**src/sv/assert_macros.svh**
```systemverilog
// Assertion macros for the RTL file that carries checks.
// Needs a clock named clk and an active-low reset named rst_n in scope.
`ifndef ASSERT_MACROS_SVH
`define ASSERT_MACROS_SVH

// Consequent must hold in the same cycle as the antecedent.
`define ASSERT_IMPLIES(label, ante, cons, msg) \
    label: assert property (@(posedge clk) disable iff (!rst_n) (ante) |-> (cons)) \
        else $error(msg);

// Consequent must hold in the cycle after the antecedent.
`define ASSERT_NEXT(label, ante, cons, msg) \
    label: assert property (@(posedge clk) disable iff (!rst_n) (ante) |=> (cons)) \
        else $error(msg);

`endif

```
**src/sv/rms_pkg.sv**
```systemverilog
// Package for the resistance motion sequencer: widths, codes, register
// indexes, controller states and the control/status structs. No dependencies.
package rms_pkg;

    localparam int FORCE_BITS = 12;
    localparam int COUNT_BITS = 16;
    localparam int SUM_BITS   = FORCE_BITS + COUNT_BITS;
    // count * 100 needs 7 more bits than the count
    localparam int DIVR_BITS  = COUNT_BITS + 7;
    localparam int ITER_BITS  = $clog2(SUM_BITS);
    localparam int FLEX90_BITS = 20;

    localparam int IN_DATA_W  = 64;
    localparam int OUT_DATA_W = 16;
    localparam int CFG_ADDR_W = 3;
    localparam int CFG_DATA_W = 16;

    // configuration register indexes
    localparam logic [CFG_ADDR_W-1:0] REG_CALIB_TIME = 3'd0;
    localparam logic [CFG_ADDR_W-1:0] REG_HOLD_TIME  = 3'd1;
    localparam logic [CFG_ADDR_W-1:0] REG_REQUIRED   = 3'd2;
    localparam logic [CFG_ADDR_W-1:0] REG_TOP        = 3'd3;
    localparam logic [CFG_ADDR_W-1:0] REG_BOTTOM     = 3'd4;
    localparam logic [CFG_ADDR_W-1:0] REG_SPLIT      = 3'd5;
    localparam logic [CFG_ADDR_W-1:0] REG_BASE_PWM   = 3'd6;
    localparam logic [CFG_ADDR_W-1:0] REG_MIN_PWM    = 3'd7;

    // drive direction codes
    localparam logic [1:0] DIR_STOP = 2'd0;
    localparam logic [1:0] DIR_FWD  = 2'd1;
    localparam logic [1:0] DIR_REV  = 2'd2;

    // phase codes
    localparam logic [1:0] PH_CALIB = 2'd0;
    localparam logic [1:0] PH_MOVE  = 2'd1;
    localparam logic [1:0] PH_HOLD  = 2'd2;

    localparam logic [7:0] PWM_MAX = 8'd255;

    typedef enum logic [1:0] {
        ST_IDLE,
        ST_DSTART,
        ST_DIV
    } ctrl_state_t;

    typedef struct packed {
        logic accept;     // sample transfer this cycle
        logic div_start;  // launch average division
        logic lock;       // latch clamped pwm from quotient
    } rms_cmd_t;

    typedef struct packed {
        logic calib_end;  // current sample ends calibration
        logic div_done;   // quotient ready
    } rms_sts_t;

endpackage

```
**src/sv/rms_div.sv**
```systemverilog
// Restoring divider, one quotient bit per cycle.
// Depends on rms_pkg.
module rms_div
    import rms_pkg::*;
(
    input  logic                 clk,
    input  logic                 rst_n,
    input  logic                 start,
    input  logic [SUM_BITS-1:0]  dividend,
    input  logic [DIVR_BITS-1:0] divisor,
    output logic                 done,
    output logic [SUM_BITS-1:0]  quotient
);

    logic                 busy_reg, busy_next;
    logic                 done_reg, done_next;
    logic [ITER_BITS-1:0] iter_reg, iter_next;
    logic [SUM_BITS-1:0]  quo_reg, quo_next;
    logic [DIVR_BITS-1:0] rem_reg, rem_next;
    logic [DIVR_BITS-1:0] dvs_reg, dvs_next;
    logic [DIVR_BITS:0]   rem_try;
    logic                 fits;

    assign rem_try = {rem_reg, quo_reg[SUM_BITS-1]};
    assign fits    = rem_try >= {1'b0, dvs_reg};

    always_comb
    begin
        busy_next = busy_reg;
        done_next = 1'b0;
        iter_next = iter_reg;
        quo_next  = quo_reg;
        rem_next  = rem_reg;
        dvs_next  = dvs_reg;
        if (start)
        begin
            busy_next = 1'b1;
            iter_next = '0;
            quo_next  = dividend;
            rem_next  = '0;
            dvs_next  = divisor;
        end
        else if (busy_reg)
        begin
            quo_next = {quo_reg[SUM_BITS-2:0], fits};
            rem_next = fits ? DIVR_BITS'(rem_try - {1'b0, dvs_reg})
                            : rem_try[DIVR_BITS-1:0];
            iter_next = iter_reg + 1'b1;
            if (iter_reg == ITER_BITS'(SUM_BITS - 1))
            begin
                busy_next = 1'b0;
                done_next = 1'b1;
            end
        end
    end

    always_ff @(posedge clk or negedge rst_n)
    begin
        if (!rst_n)
        begin
            busy_reg <= 1'b0;
            done_reg <= 1'b0;
            iter_reg <= '0;
        end
        else
        begin
            busy_reg <= busy_next;
            done_reg <= done_next;
            iter_reg <= iter_next;
        end
    end

    always_ff @(posedge clk)
    begin
        quo_reg <= quo_next;
        rem_reg <= rem_next;
        dvs_reg <= dvs_next;
    end

    assign done     = done_reg;
    assign quotient = quo_reg;

endmodule

```
**src/sv/rms_datapath.sv**
```systemverilog
// Datapath: config registers, sequencer state, result register and the
// average divider. Depends on rms_pkg and rms_div.
module rms_datapath
    import rms_pkg::*;
(
    input  logic                  clk,
    input  logic                  rst_n,
    input  logic                  cfg_we,
    input  logic [CFG_ADDR_W-1:0] cfg_addr,
    input  logic [CFG_DATA_W-1:0] cfg_wdata,
    input  logic [IN_DATA_W-1:0]  s_tdata,
    input  rms_cmd_t              cmd,
    output rms_sts_t              sts,
    output logic [OUT_DATA_W-1:0] m_tdata
);

    // configuration
    logic [15:0] calib_time_reg;
    logic [15:0] hold_time_reg;
    logic [3:0]  required_reg;
    logic [6:0]  top_reg;
    logic [6:0]  bottom_reg;
    logic [6:0]  split_reg;
    logic [7:0]  base_pwm_reg;
    logic [7:0]  min_pwm_reg;

    // sequencer state
    logic                  started_reg, started_next;
    logic [31:0]           calib_start_reg, calib_start_next;
    logic                  calibrating_reg, calibrating_next;
    logic [SUM_BITS-1:0]   sum_reg, sum_next;
    logic [COUNT_BITS-1:0] count_reg, count_next;
    logic [7:0]            locked_pwm_reg, locked_pwm_next;
    logic                  dir_up_reg, dir_up_next;
    logic                  first_chosen_reg, first_chosen_next;
    logic                  holding_reg, holding_next;
    logic [31:0]           hold_start_reg, hold_start_next;
    logic [3:0]            arrival_reg, arrival_next;
    logic                  en_reg, en_next;
    logic [7:0]            pwm_reg, pwm_next;
    logic [1:0]            dir_reg, dir_next;
    logic [1:0]            phase_reg, phase_next;

    // sample fields
    logic [31:0]           now_ms;
    logic [11:0]           force_raw;
    logic [12:0]           flex_level;
    logic [FORCE_BITS-1:0] force_m;
    logic [FLEX90_BITS-1:0] flex90;

    logic [31:0]           cst;
    logic [SUM_BITS:0]     sum_add;
    logic                  calib_done;
    logic                  calib_end;
    logic                  hold_done;
    logic                  dir_up_eff;
    logic                  in_target;
    logic [3:0]            arr_upd;

    // division and clamp
    logic [COUNT_BITS-1:0] count_eff;
    logic [DIVR_BITS-1:0]  divisor;
    logic                  div_done;
    logic [SUM_BITS-1:0]   quotient;
    logic [8:0]            pwm_sum;
    logic [8:0]            pwm_lo;
    logic [7:0]            pwm_clamped;

    assign now_ms     = s_tdata[31:0];
    assign force_raw  = s_tdata[43:32];
    assign flex_level = s_tdata[56:44];
    assign force_m    = FORCE_BITS'(force_raw);
    assign flex90     = FLEX90_BITS'(flex_level) * FLEX90_BITS'(90);

    assign cst        = started_reg ? calib_start_reg : now_ms;
    assign sum_add    = {1'b0, sum_reg} + (SUM_BITS + 1)'(force_m);
    assign calib_done = (now_ms - cst) >= {16'd0, calib_time_reg};
    assign hold_done  = (now_ms - hold_start_reg) >= {16'd0, hold_time_reg};
    assign dir_up_eff = first_chosen_reg ? dir_up_reg
                      : !(flex90 > {1'b0, split_reg, 12'd0});
    assign in_target  = dir_up_eff ? (flex90 >= {1'b0, top_reg, 12'd0})
                                   : (flex90 <= {1'b0, bottom_reg, 12'd0});
    assign arr_upd    = !in_target ? 4'd0
                      : (arrival_reg == 4'd15) ? 4'd15 : arrival_reg + 4'd1;

    always_comb
    begin
        started_next      = started_reg;
        calib_start_next  = calib_start_reg;
        calibrating_next  = calibrating_reg;
        sum_next          = sum_reg;
        count_next        = count_reg;
        dir_up_next       = dir_up_reg;
        first_chosen_next = first_chosen_reg;
        holding_next      = holding_reg;
        hold_start_next   = hold_start_reg;
        arrival_next      = arrival_reg;
        en_next           = en_reg;
        pwm_next          = pwm_reg;
        dir_next          = dir_reg;
        phase_next        = phase_reg;
        calib_end         = 1'b0;
        if (cmd.accept)
        begin
            started_next     = 1'b1;
            calib_start_next = cst;
            if (calibrating_reg)
            begin
                sum_next   = sum_add[SUM_BITS] ? '1 : sum_add[SUM_BITS-1:0];
                count_next = (&count_reg) ? count_reg : count_reg + 1'b1;
                en_next    = 1'b0;
                pwm_next   = 8'd0;
                dir_next   = DIR_STOP;
                phase_next = PH_CALIB;
                if (calib_done)
                begin
                    calibrating_next = 1'b0;
                    phase_next       = PH_MOVE;
                    calib_end        = 1'b1;
                end
            end
            else
            begin
                first_chosen_next = 1'b1;
                dir_up_next       = dir_up_eff;
                if (holding_reg)
                begin
                    en_next    = 1'b0;
                    pwm_next   = 8'd0;
                    dir_next   = DIR_STOP;
                    phase_next = PH_HOLD;
                    if (hold_done)
                    begin
                        holding_next = 1'b0;
                        dir_up_next  = !dir_up_eff;
                        arrival_next = 4'd0;
                        phase_next   = PH_MOVE;
                    end
                end
                else if (arr_upd >= required_reg)
                begin
                    // arrival: keep previous drive on this sample
                    holding_next    = 1'b1;
                    hold_start_next = now_ms;
                    arrival_next    = 4'd0;
                    phase_next      = PH_HOLD;
                end
                else
                begin
                    arrival_next = arr_upd;
                    en_next      = 1'b1;
                    pwm_next     = locked_pwm_reg;
                    dir_next     = dir_up_eff ? DIR_FWD : DIR_REV;
                    phase_next   = PH_MOVE;
                end
            end
        end
    end

    // average = sum / (count * 100); count never zero here but guard anyway
    assign count_eff = (count_reg == '0) ? COUNT_BITS'(1) : count_reg;
    assign divisor   = DIVR_BITS'(count_eff) * DIVR_BITS'(100);

    rms_div u_div (
        .clk      (clk),
        .rst_n    (rst_n),
        .start    (cmd.div_start),
        .dividend (sum_reg),
        .divisor  (divisor),
        .done     (div_done),
        .quotient (quotient)
    );

    assign sts = '{calib_end: calib_end, div_done: div_done};

    assign pwm_sum = {1'b0, base_pwm_reg} + {1'b0, quotient[7:0]};
    assign pwm_lo  = (pwm_sum < {1'b0, min_pwm_reg}) ? {1'b0, min_pwm_reg} : pwm_sum;
    assign pwm_clamped = (|quotient[SUM_BITS-1:8] || pwm_lo[8]) ? PWM_MAX : pwm_lo[7:0];
    assign locked_pwm_next = cmd.lock ? pwm_clamped : locked_pwm_reg;

    always_ff @(posedge clk or negedge rst_n)
    begin
        if (!rst_n)
        begin
            calib_time_reg <= 16'd5000;
            hold_time_reg  <= 16'd5000;
            required_reg   <= 4'd4;
            top_reg        <= 7'd90;
            bottom_reg     <= 7'd6;
            split_reg      <= 7'd50;
            base_pwm_reg   <= 8'd120;
            min_pwm_reg    <= 8'd80;
        end
        else if (cfg_we)
        begin
            case (cfg_addr)
                REG_CALIB_TIME: calib_time_reg <= cfg_wdata;
                REG_HOLD_TIME:  hold_time_reg  <= cfg_wdata;
                REG_REQUIRED:   required_reg   <= cfg_wdata[3:0];
                REG_TOP:        top_reg        <= cfg_wdata[6:0];
                REG_BOTTOM:     bottom_reg     <= cfg_wdata[6:0];
                REG_SPLIT:      split_reg      <= cfg_wdata[6:0];
                REG_BASE_PWM:   base_pwm_reg   <= cfg_wdata[7:0];
                REG_MIN_PWM:    min_pwm_reg    <= cfg_wdata[7:0];
                default:        ;
            endcase
        end
    end

    always_ff @(posedge clk or negedge rst_n)
    begin
        if (!rst_n)
        begin
            started_reg      <= 1'b0;
            calib_start_reg  <= '0;
            calibrating_reg  <= 1'b1;
            sum_reg          <= '0;
            count_reg        <= '0;
            locked_pwm_reg   <= 8'd120;
            dir_up_reg       <= 1'b1;
            first_chosen_reg <= 1'b0;
            holding_reg      <= 1'b0;
            hold_start_reg   <= '0;
            arrival_reg      <= '0;
            en_reg           <= 1'b0;
            pwm_reg          <= '0;
            dir_reg          <= DIR_STOP;
            phase_reg        <= PH_CALIB;
        end
        else
        begin
            started_reg      <= started_next;
            calib_start_reg  <= calib_start_next;
            calibrating_reg  <= calibrating_next;
            sum_reg          <= sum_next;
            count_reg        <= count_next;
            locked_pwm_reg   <= locked_pwm_next;
            dir_up_reg       <= dir_up_next;
            first_chosen_reg <= first_chosen_next;
            holding_reg      <= holding_next;
            hold_start_reg   <= hold_start_next;
            arrival_reg      <= arrival_next;
            en_reg           <= en_next;
            pwm_reg          <= pwm_next;
            dir_reg          <= dir_next;
            phase_reg        <= phase_next;
        end
    end

    assign m_tdata = {3'd0, phase_reg, dir_reg, pwm_reg, en_reg};

endmodule

```
**src/sv/rms_ctrl.sv**
```systemverilog
// Controller: stream handshakes, output valid and the divide sequence.
// Depends on rms_pkg.
module rms_ctrl
    import rms_pkg::*;
(
    input  logic     clk,
    input  logic     rst_n,
    input  logic     s_tvalid,
    output logic     s_tready,
    output logic     m_tvalid,
    input  logic     m_tready,
    input  rms_sts_t sts,
    output rms_cmd_t cmd
);

    ctrl_state_t state_reg, state_next;
    logic        out_valid_reg, out_valid_next;
    logic        ready;
    logic        accept;

    assign ready  = (state_reg == ST_IDLE) && (!out_valid_reg || m_tready);
    assign accept = s_tvalid && ready;

    // next state
    always_comb
    begin
        state_next = state_reg;
        case (state_reg)
            ST_IDLE:
            begin
                if (accept && sts.calib_end)
                begin
                    state_next = ST_DSTART;
                end
            end
            ST_DSTART:
            begin
                state_next = ST_DIV;
            end
            ST_DIV:
            begin
                if (sts.div_done)
                begin
                    state_next = ST_IDLE;
                end
            end
            default:
            begin
                state_next = ST_IDLE;
            end
        endcase
    end

    // outputs
    always_comb
    begin
        cmd.accept    = accept;
        cmd.div_start = (state_reg == ST_DSTART);
        cmd.lock      = (state_reg == ST_DIV) && sts.div_done;
        s_tready      = ready;
        m_tvalid      = out_valid_reg;
    end

    always_comb
    begin
        if (accept)
        begin
            out_valid_next = 1'b1;
        end
        else if (m_tready)
        begin
            out_valid_next = 1'b0;
        end
        else
        begin
            out_valid_next = out_valid_reg;
        end
    end

    always_ff @(posedge clk or negedge rst_n)
    begin
        if (!rst_n)
        begin
            state_reg     <= ST_IDLE;
            out_valid_reg <= 1'b0;
        end
        else
        begin
            state_reg     <= state_next;
            out_valid_reg <= out_valid_next;
        end
    end

endmodule

```
**src/sv/resistance_motion_sequencer.sv**
```systemverilog
// Top level of the resistance motion sequencer: controller plus datapath.
// Depends on rms_pkg, rms_ctrl, rms_datapath (and rms_div), assert_macros.svh.
//
//  channel  | direction | contents
//  ---------+-----------+-----------------------------------------------
//  s_*      | in        | one sample per transfer
//  m_*      | out       | one drive result per sample
//  cfg_*    | in        | register write, index and data, no read-back
//
// The result is registered at the transfer edge and the next sample is
// taken while that result waits, provided m_tready frees the result
// register in the same cycle.
// The sample that ends calibration starts the average divide; s_tready then
// stays low through the ST_DSTART and ST_DIV states, while the
// one-bit-per-cycle divider produces the locked pwm duty.
// Reset is asynchronous, active low, and restores the register defaults.
`include "assert_macros.svh"

module resistance_motion_sequencer
    import rms_pkg::*;
(
    input  logic                  clk,
    input  logic                  rst_n,
    // config write port
    input  logic                  cfg_we,
    input  logic [CFG_ADDR_W-1:0] cfg_addr,
    input  logic [CFG_DATA_W-1:0] cfg_wdata,
    // sample stream
    input  logic                  s_tvalid,
    output logic                  s_tready,
    input  logic [IN_DATA_W-1:0]  s_tdata,  // now_ms[31:0], force_raw[43:32],
                                            // flex_level[56:44], zeros above
    // result stream
    output logic                  m_tvalid,
    input  logic                  m_tready,
    output logic [OUT_DATA_W-1:0] m_tdata   // drive_enable[0], drive_pwm[8:1],
                                            // drive_dir[10:9], phase[12:11]
);

    rms_cmd_t cmd;
    rms_sts_t sts;

    rms_ctrl u_ctrl (
        .clk      (clk),
        .rst_n    (rst_n),
        .s_tvalid (s_tvalid),
        .s_tready (s_tready),
        .m_tvalid (m_tvalid),
        .m_tready (m_tready),
        .sts      (sts),
        .cmd      (cmd)
    );

    rms_datapath u_dp (
        .clk       (clk),
        .rst_n     (rst_n),
        .cfg_we    (cfg_we),
        .cfg_addr  (cfg_addr),
        .cfg_wdata (cfg_wdata),
        .s_tdata   (s_tdata),
        .cmd       (cmd),
        .sts       (sts),
        .m_tdata   (m_tdata)
    );

    // calibration end must launch the divide on the following cycle
    `ASSERT_NEXT(a_div_launch, cmd.accept && sts.calib_end, cmd.div_start, "divide not launched")
    // no sample may slip in while div_done signals the quotient ready
    `ASSERT_IMPLIES(a_no_take_in_div, sts.div_done, !s_tready, "sample taken during divide")
    // calibration end result: motors off, phase moving
    `ASSERT_NEXT(a_calib_end_out, cmd.accept && sts.calib_end, !m_tdata[0] && m_tdata[12:11] == PH_MOVE, "bad calibration end result")
    // enabled drive always carries a direction
    `ASSERT_IMPLIES(a_en_has_dir, m_tvalid && m_tdata[0], m_tdata[10:9] != DIR_STOP, "drive enabled with stop")

endmodule

```
**config.mk**
```make
export PLATFORM = sky130hd
export DESIGN_NAME = resistance_motion_sequencer
export DESIGN_NICKNAME = d
export VERILOG_FILES = /design/src/sv/rms_pkg.sv /design/src/sv/rms_div.sv /design/src/sv/rms_datapath.sv /design/src/sv/rms_ctrl.sv /design/src/sv/resistance_motion_sequencer.sv
export VERILOG_INCLUDE_DIRS = /design/src /design/src/sv
export SDC_FILE = /design/constraint.sdc
export NUM_CORES = 1
export LEC_CHECK = 0
export ABC_AREA = 0
export BUFFER_PORTS_ARGS = -buffer_cell sky130_fd_sc_hd__buf_2
export CORE_ASPECT_RATIO = 1.25
export CORE_MARGIN = 2
export CORE_UTILIZATION = 38
export DETAILED_ROUTE_END_ITERATION = 12
export PLACE_DENSITY = 0.53
export SLEW_MARGIN = 20
export SYNTH_ARGS = -nofsm -noshare
export SYNTH_HDL_FRONTEND = slang
export SYNTH_SLANG_ARGS = --single-unit
```
**constraint.sdc**
```tcl
create_clock -name clk -period 6.2 [get_ports clk]
set_input_delay 0.31 -clock clk [delete_from_list [all_inputs] [get_ports clk]]
set_output_delay 0.31 -clock clk [all_outputs]
set_load 0.01 [all_outputs]
```
After elaboration in Yosys (flattened, before gate mapping). Index checks and enable logic that the tools add are counted.

Register bits after elaboration: 293. Bits of input ports: 88. Logic and storage cells: 151.

Multipliers: 2. Eq/ne operators: 15. Reduce and logical (&&, ||, !) cells: 31. Bitwise operators: 3. $add $sub $neg: 8. Muxes and demuxes: 53. Magnitude comparators: 8.

Operators by type and width (number): $mux 28 (3); $ge 32x16->1 (2); $sub 32x32->32 (2); $mux 32 (1); $mux 8 (4); $add 28x12->29 (1); $ge 24x23->1 (1); $mux 1 (24); $reduce_and 2->1 (12); $mux 23 (1); $sub 23x23->23 (1); $mul 16x5->21 const B (1); $ge 20x19->1 (1); $gt 20x19->1 (1); $le 20x19->1 (1); $mux 2 (10); $mux 4 (5); $reduce_or 20->1 (1); $mul 13x6->19 const B (1); $add 16x1->16 const B (1); $logic_not 16->1 (1); $mux 16 (1); $reduce_and 16->1 (1); $eq 3x3->1 const B (4); other kinds (26) (39).

Longest topological paths before layout. Gate-level depths: netlist of run 1.

Depth after elaboration: 10. Mapped depth: 35. Mapped depth without buffers: 32.

Cells and area by module. A second synthesis of run 1 with hierarchy kept.

Cell total of the unflattened synthesis: 2394. Area total of the unflattened synthesis: 22471.6 um2.

By module, submodules not included: rms_datapath (instances 1, sequential area each 5320.1 um2, cells each 1975, area each 17894.7 um2); rms_div (instances 1, sequential area each 2167.1 um2, cells each 404, area each 4413.0 um2); rms_ctrl (instances 1, sequential area each 75.1 um2, cells each 15, area each 163.9 um2).

Worst setup path after synthesis of run 1. Ideal clock, no wire load.

Path kind: input to register. Start point: input s_tdata[45]. End point: register u_dp.pwm_reg[6]. Arrival: 6970 ps. Setup time: 136 ps. Slack: -907 ps. Path buffers: 2. Data required time: 6064 ps. Stages on the path: 32. Path through: ha_1 > inv_1 > fa_1 > fa_1 > inv_1 > ha_1 > o21ai_0 > o21ai_0 > a21o_1 > a21o_1 > a21o_1 > a21o_1 > a21o_1 > a21o_1 > a21o_1 > a21oi_1 > xnor2_1 > ha_1 > nand4_1 > or3_1 > a31o_2 > a22o_1 > clkbuf_1 > nand2b_1 > ha_1 > nand2b_1 > a21o_1 > a21o_1 > a21oi_1 > o31ai_1 > clkbuf_1 > o21ai_0.

Word-level cells in the longest chain between the ends: 9.

RTL lines: start, declared (RTL line resistance_motion_sequencer.sv:31) `input logic [IN_DATA_W-1:0] s_tdata,`; $mul 13x6->19 * (RTL line rms_datapath.sv:73) `assign flex90 = FLEX90_BITS'(flex_level) * FLEX90_BITS'(90);`; $gt 20x19->1 (RTL line rms_datapath.sv:80) `: !(flex90 > {1'b0, split_reg, 12'd0});`; $logic_not 1->1 (RTL line rms_datapath.sv:80); $mux 1 (RTL line rms_datapath.sv:79) `assign dir_up_eff = first_chosen_reg ? dir_up_reg`; $mux 1 * (RTL line rms_datapath.sv:81) `assign in_target = dir_up_eff ? (flex90 >= {1'b0, top_reg, 12'd0})`; $mux 4 * (RTL line rms_datapath.sv:83) `assign arr_upd = !in_target ? 4'd0`; $ge 4x4->1 * (RTL line rms_datapath.sv:140) `else if (arr_upd >= required_reg)`; $ne 3x1->1 (no source line) *; $reduce_and 2->1 (no source line) *; end signal, assigned (RTL line rms_datapath.sv:244) `pwm_reg <= pwm_next;`; end, declared (RTL line rms_datapath.sv:40) `logic [7:0] pwm_reg, pwm_next;`.

Every way passes the cells marked *; elsewhere a longest branch is shown, timed or not. A chain may end at the register's enable or synchronous reset.

Worst setup path after layout of run 1.
Start point: input s_tdata[47]. End point: register u_dp.pwm_reg[7].

The elaborated chain is that of the path after synthesis.

==> flow_summary_export.csv, run 1 <==
group,metric,value,unit
synthesis,async_flop_share,75.4,%
drt,ant_nets,0,
finish,n_antenna_cell,0,
synthesis,synth.most_common_cell,"nand2_1",
global_routing,antenna_found_initial,0,
finish,nets,2998,
pwr,ir_drop,0.225,mV
clock_network,cts_tree,"done",
synthesis,avgSynthCellArea,8.88,sq um
drt,drc,0,
synthesis,synth_edf_count,49,
critical_path,required,6.65,ns
critical_path,r2r_start,"u_dp.started_reg$_DFFE_PN0P_",
worst_hold_path,min_from,"s_tdata[6]",
sta,max_freq,0.164,GHz
worst_hold_path,hp-class,"in -> reg",
synthesis,synth_top_family_by_area,"adder cells",
synthesis,ys_ff_latch,293,
sta,setup_tns,0,ns
die,io_pins,106,
synthesis,synthMuxAreaShare,5.25,%
critical_path,r2r_end,"u_dp.phase_reg[0]$_DFFE_PN0P_",
global_routing,grt_busiest_layer,"met2",
global_routing,grt_usage,17.9,%
sta,period_share,98.2,%
sta,finalClockSkew,0.0288,ns
drt,wirelength,53.6,mm
die,initial_core_util,38.4,%
clock_network,clk_path_buf_depth,3,
finish,regArea,0.00750,sq mm
global_routing,grt_pass1_wl,87.3,mm
global_routing,grt_pass1_vias,17600,
clock_network,clk_pin_slew_worst_paths,0.06,ns
die,placementRows,98,
critical_path,crit_path_top_delay_cell,"fa_1",
run_status,status,"finished, final reports clean",
flow_run,cap_viol_max_count,0,
synthesis,synthAdderAreaFrac,18.3,%
drt,avgRoutedWirePerCell,15.8,um
global_routing,grt.overflow.total,0,
drt,dr.pass1.iters,5,
critical_path,endpoint_kind,"flip-flop",
die,die_area,0.0598,sq mm
worst_hold_path,hold_path_end,"u_dp.hold_start_reg[6]$_DFFE_PN0P_",
critical_path,cpMostUsedCell,"a21o_1",
sta,worstMarginPinSlew,0.977,ns
pwr,power.density,428,mW/mm^2
die,coreArea,0.0573,sq mm
placement,gp_congestion,0.864,
critical_path,ff2ff_path_depth,21,
drt,vias,17600,
synthesis,synth-simple-area-share,15.2,%
sta,fin_ws,0.112,ns
sta,hold_viol,0,
critical_path,crit_fanout,9,
pwr,power_leakage,0.0119,uW
finish,drive_above_1_share,14.2,%
global_routing,globalRouteMet2Util,31.3,%
global_routing,grt_max_degree,123,
critical_path,crit_path_start_kind,"input pin",
sta,rsz0062_at_grt,"true",
finish,multiInputGateArea,0.0135,sq mm
sta,layout_min_cycle_time,6.09,ns
synthesis,synth_area,0.0220,sq mm
synthesis,synth_compound_area_share,16.5,%
synthesis,synth_area_leaders,"dfrtp_1, ha_1, edfxtp_1",
synthesis,synth_common_cells,"nand2_1, ha_1, inv_1, dfrtp_1, a21oi_1",
synthesis,ys.flop_type,"dfrtp_1",
worst_hold_path,hold_path_depth,3,
critical_path,cp.arrival,6.54,ns
clock_network,htree_levels,2,
critical_path,rrSetupSlack,0.58,ns
drt,drt_iter0_markers,834,
synthesis,yosys_warnings,0,
sta,hold_slack,0.0393,ns
clock_network,cts_root_buf,"clkbuf_16",
synthesis,netlist.area_leader.share,21.5,%
finish,final_util,44.2,%
global_routing,grt_util_met3,2.35,%
synthesis,yosysTopAreaCell,"dfrtp_1",
sta,drv_slew,0,
clock_network,clock_latency,0.56,ns
finish,num-fill-cells,5549,
critical_path,crit_type,"in -> reg",
die,die_y,273,um
sta,finalSetupViolations,0,
synthesis,ys_seq_area_share,34.1,%
finish,syn_to_final_growth,15.0,%
die,die_w,219,um
placement,pre_cts_ws,-0.505,ns
sta,relSlewSlack,34.4,%
clock_network,numCtsBuffers,35,
synthesis,yosysUniqueCellTypes,82,
clock_network,clkSinkCount,293,
synthesis,yosys.area_share.xor_xnor,4.66,%
synthesis,synthCells,2476,
critical_path,critical_path.max_stage_delay,0.52,ns
placement,port-buffer-count,95,
placement,dp_hpwl,41.0,mm
drt,routed_via_density,5.21,
global_routing,met1_usage,22.7,%
-- cells in the final DEF (no fill, tap or decap), types with 10 or more instances in the layout --
cell	count
dfstp_2	32
nor4_1	12
dfxtp_1	23
nand2b_1	20
edfxtp_1	49
ha_4	10
nand3_1	53
nand4_1	32
o211ai_1	19
nand2_1	305
buf_2	89
nor3_1	47
xor2_1	34
nor2_1	161
or2_2	11
xnor2_1	80
a21o_1	57
and3_1	14
mux2i_1	58
ha_1	253
mux2_2	51
buf_4	65
o21a_1	29
clkbuf_16	38
a21oi_1	174
dfrtp_1	188
fa_1	36
o21ai_1	10
inv_1	255
o21ai_0	154
nor2b_1	17
a31oi_1	14
a211oi_1	19
o21bai_1	15
-- cell type report --
cell class                      count  share of cell area [%]
Sequential cell                   293                    29.7
Multi-Input combinational cell   1844                    53.3
Clock buffer                       45                    3.79
Inverter                          261                    3.88
Clock inverter                     18                   0.683
Timing Repair Buffer              175                    4.92
Tap cell                          750                    3.71
-- per-stage QoR --
stage          total power (uW)  cells  area, sq um
2_1_floorplan              7150   2478        22200
3_3_place_gp               8540   3307        23800
3_5_place_dp               8680   3307        23800
4_1_cts                   10800   3378        25000
5_1_grt                   11800   3386        25300
6_report                  10800   3386        25300
-- worst max-delay path, delay by kind of cell --
family | cells | cell delay (ns)
simple gates | 2 | 0.28
compound gates | 19 | 3.45
fa+ha+maj | 6 | 1.79
buf+inv | 5 | 0.56
xor+xnor | 1 | 0.12
-- where the power goes --
| group | internal [uW] | switching [uW] |
|---|---|---|
| logic | 2620 | 3230 |
| registers | 2600 | 321 |
| clock network | 1190 | 867 |
| total | 6410 | 4410 |
-- worst max path at each step --
stage	cells after the start	end	from	slack, ns
6_report	33	u_dp.pwm_reg[7]$_DFFE_PN0P_	s_tdata[47]	0.11
5_1_grt	32	u_dp.pwm_reg[7]$_DFFE_PN0P_	s_tdata[49]	-0.14
4_1_cts	32	u_dp.arrival_reg[3]$_DFFE_PN0P_	s_tdata[45]	0.07
3_5_place_dp	32	u_dp.arrival_reg[3]$_DFFE_PN0P_	s_tdata[45]	-0.51
3_3_place_gp	31	u_dp.pwm_reg[0]$_DFFE_PN0P_	s_tdata[45]	-0.39
2_1_floorplan	33	u_dp.holding_reg$_DFFE_PN0P_	s_tdata[45]	-0.04
-- timing repair --
action                                  4_1_cts  5_1_grt
hold buffers                                  8        0
endpoints found under the hold margin       105        0
buffers inserted                              0        4
endpoints found under the setup margin        0       50
gates resized for setup                       0       34
-- cell families after synthesis --
kind of cell,count (synthesis)
compound gates,585
xor+xnor,117
fa+ha+maj,300
buf+inv,341
flops,293
mux,109
other cells,1
simple gates,730
-- layer usage --
metal  vias to the layer above  wire, um
met1                      8387     24600
met5                         -         0
met3                        83      1740
met2                       268     25800
met4                         0      1390
li1                       8894         -
No activity file was read; power rests on OpenSTA's default activity.
==> inputs of run 2 (changes only) <==
Settings changed: CORE_MARGIN 2 to 5.
==> run 2 against run 1 <==
Via count barely moved. Count of clock-buffer cells in the layout up 3. Clock power increased by 2%. Non-clock buffer count rose by 2. Combinational power about the same. Final cell count rose by 0.18%. Worst hold slack improved by 0.0048 ns. Sequential share of layout area is 0.095 points lower. Wire length increased by 2.2%. Critical path depth rose by 2. Largest power group unchanged.
==> flow_summary_export.csv, run 2 (synthesized netlist as in run 1, its figures left out) <==
group,metric,value,unit
clock_network,htree_levels,2,
critical_path,critical_path.max_stage_delay,0.52,ns
die,coreArea,0.0573,sq mm
finish,num-fill-cells,5545,
sta,finalSetupViolations,0,
drt,routed_via_density,5.20,
sta,rsz0062_at_grt,"true",
critical_path,cpMostUsedCell,"a21o_1",
die,die_area,0.0628,sq mm
drt,drc,0,
global_routing,grt_max_degree,135,
drt,drt_iter0_markers,884,
global_routing,antenna_found_initial,0,
pwr,ir_drop,0.212,mV
pwr,power_leakage,0.0120,uW
clock_network,clk_pin_slew_worst_paths,0.06,ns
sta,max_freq,0.167,GHz
placement,port-buffer-count,95,
critical_path,cp.arrival,6.43,ns
critical_path,crit_fanout,9,
clock_network,clkSinkCount,293,
run_status,status,"finished, final reports clean",
global_routing,grt.overflow.total,0,
placement,dp_hpwl,41.3,mm
sta,relSlewSlack,39.5,%
die,initial_core_util,38.4,%
finish,final_cell_area,0.0254,sq mm
finish,n_antenna_cell,0,
placement,placed_cell_area,0.0238,sq mm
finish,final_common_cell,"nand2_1",
pwr,swShare,40.8,%
sta,period_share,96.8,%
finish,nets,3002,
clock_network,cts_root_buf,"clkbuf_16",
drt,ant_nets,0,
global_routing,grt_pass1_wl,89.9,mm
die,die_w,225,um
finish,final_cell_mix,"nand2_1, inv_1, ha_1",
sta,layout_min_cycle_time,6.00,ns
clock_network,clock_latency,0.56,ns
pwr,clkPwrFrac,19.5,%
pwr,combPwrFrac,53.7,%
drt,vias,17600,
die,io_pins,106,
pwr,finalPower,10900,uW
finish,regArea,0.00750,sq mm
flow_run,cap_viol_max_count,0,
clock_network,numCtsBuffers,36,
sta,hold_viol,0,
critical_path,endpoint_kind,"flip-flop",
worst_hold_path,hp-class,"in -> reg",
pwr,power.density,428,mW/mm^2
drt,dr.pass1.iters,5,
critical_path,crit_path_start_kind,"input pin",
sta,finalClockSkew,0.0253,ns
sta,hold_slack,0.0441,ns
pwr,p_seq_share,26.8,%
drt,avgRoutedWirePerCell,16.1,um
global_routing,grt_usage,17.1,%
pwr,p_int,6430,uW
critical_path,required,6.62,ns
finish,finalNonFillerCells,3392,
placement,dp.cells,3306,
sta,drv_slew,0,
sta,worstMarginPinSlew,0.901,ns
critical_path,crit_path_top_delay_cell,"fa_1",
pwr,switchingPower,4430,uW
placement,gp_congestion,0.895,
finish,syn_to_final_growth,15.4,%
drt,wirelength,54.7,mm
critical_path,crit_type,"in -> reg",
global_routing,grt_pass1_vias,17700,
die,die_y,279,um
finish,multiInputGateArea,0.0135,sq mm
clock_network,cts_tree,"done",
die,placementRows,98,
finish,drive_above_1_share,14.3,%
clock_network,clk_path_buf_depth,3,
## run 2: cell count changes in the layout (fill, tap and decap cells not counted), moves of 3 or more
cell	delta
buf_2	+4
clkinv_1	-3
clkinv_8	+3
nor3_1	+3
nor3_2	-3
o21ai_0	-13
o21ai_1	+13
## run 2: routing by layer
metal | share of wire [%] | GRT usage [%] | wire [um]
met3 | 3.6 | 2.40 | 1970
met4 | 1.7 | 3.48 | 944
met2 | 49 | 30.0 | 26600
met1 | 46 | 22.5 | 25200
met5 | 0 | 0 | 0
## run 2: metrics by stage
step / setup WS (ns) / utilization [%] / TNS [ns]
2_1_floorplan: -0.0366 / - / -1.09
3_3_place_gp: -0.381 / 41.6 / -14.85
3_5_place_dp: -0.510 / 41.6 / -20.86
4_1_cts: 0.0512 / 43.8 / 0
5_1_grt: -0.0528 / 44.3 / -0.890
6_report: 0.196 / 44.3 / 0
## run 2: worst paths after layout
kind	endpoint	startpoint	slack, ns	cells past startpoint
max	u_dp.hold_start_reg[18]$_DFFE_PN0P_	s_tdata[50]	0.20	35
min	u_dp.hold_start_reg[8]$_DFFE_PN0P_	s_tdata[8]	0.04	3
max reg2reg	u_dp.phase_reg[0]$_DFFE_PN0P_	u_dp.started_reg$_DFFE_PN0P_	0.24	19
min reg2reg	u_ctrl.state_reg[1]$_DFFE_PN0P_	u_dp.u_div.done$_DFF_PN0_	0.46	1
max in group asynchronous	u_dp.bottom_reg[3]$_DFFE_PN0P_	rst_n	4.69	3
min in group asynchronous	u_dp.count_reg[2]$_DFFE_PN0P_	rst_n	0.34	2
## run 2: repair_timing
action	4_1_cts	5_1_grt
endpoints found under the setup margin	0	50
hold buffers	9	0
resized for setup	0	37
buffers inserted	0	6
hold endpoints to repair	95	0
## run 2: area by class of cell
class | instances | share of cell area [%]
Multi-Input combinational cell | 1845 | 53.2
Inverter | 261 | 3.87
Sequential cell | 293 | 29.6
Clock buffer | 48 | 4.05
Timing Repair Buffer | 177 | 4.97
Clock inverter | 18 | 0.617
Tap cell | 750 | 3.70
## run 2: worst max-delay path, delay by kind of cell
| kind | cells | cell delay, ns |
|---|---|---|
| adder cells (fa/ha/maj) | 6 | 1.92 |
| buffers and inverters | 6 | 0.67 |
| AND/OR/NAND/NOR | 6 | 0.76 |
| XOR/XNOR | 1 | 0.10 |
| AO/OA/AOI/OAI | 16 | 2.62 |
## run 2: power groups by stage
| stage | clock (uW) | combinational (uW) | sequential, uW |
|---|---|---|---|
| 2_1_floorplan | 0 | 4280 | 2870 |
| 3_3_place_gp | 0 | 5560 | 2930 |
| 3_5_place_dp | 0 | 5690 | 2950 |
| 4_1_cts | 2200 | 5730 | 2920 |
| 5_1_grt | 2270 | 6640 | 2980 |
| 6_report | 2110 | 5840 | 2910 |
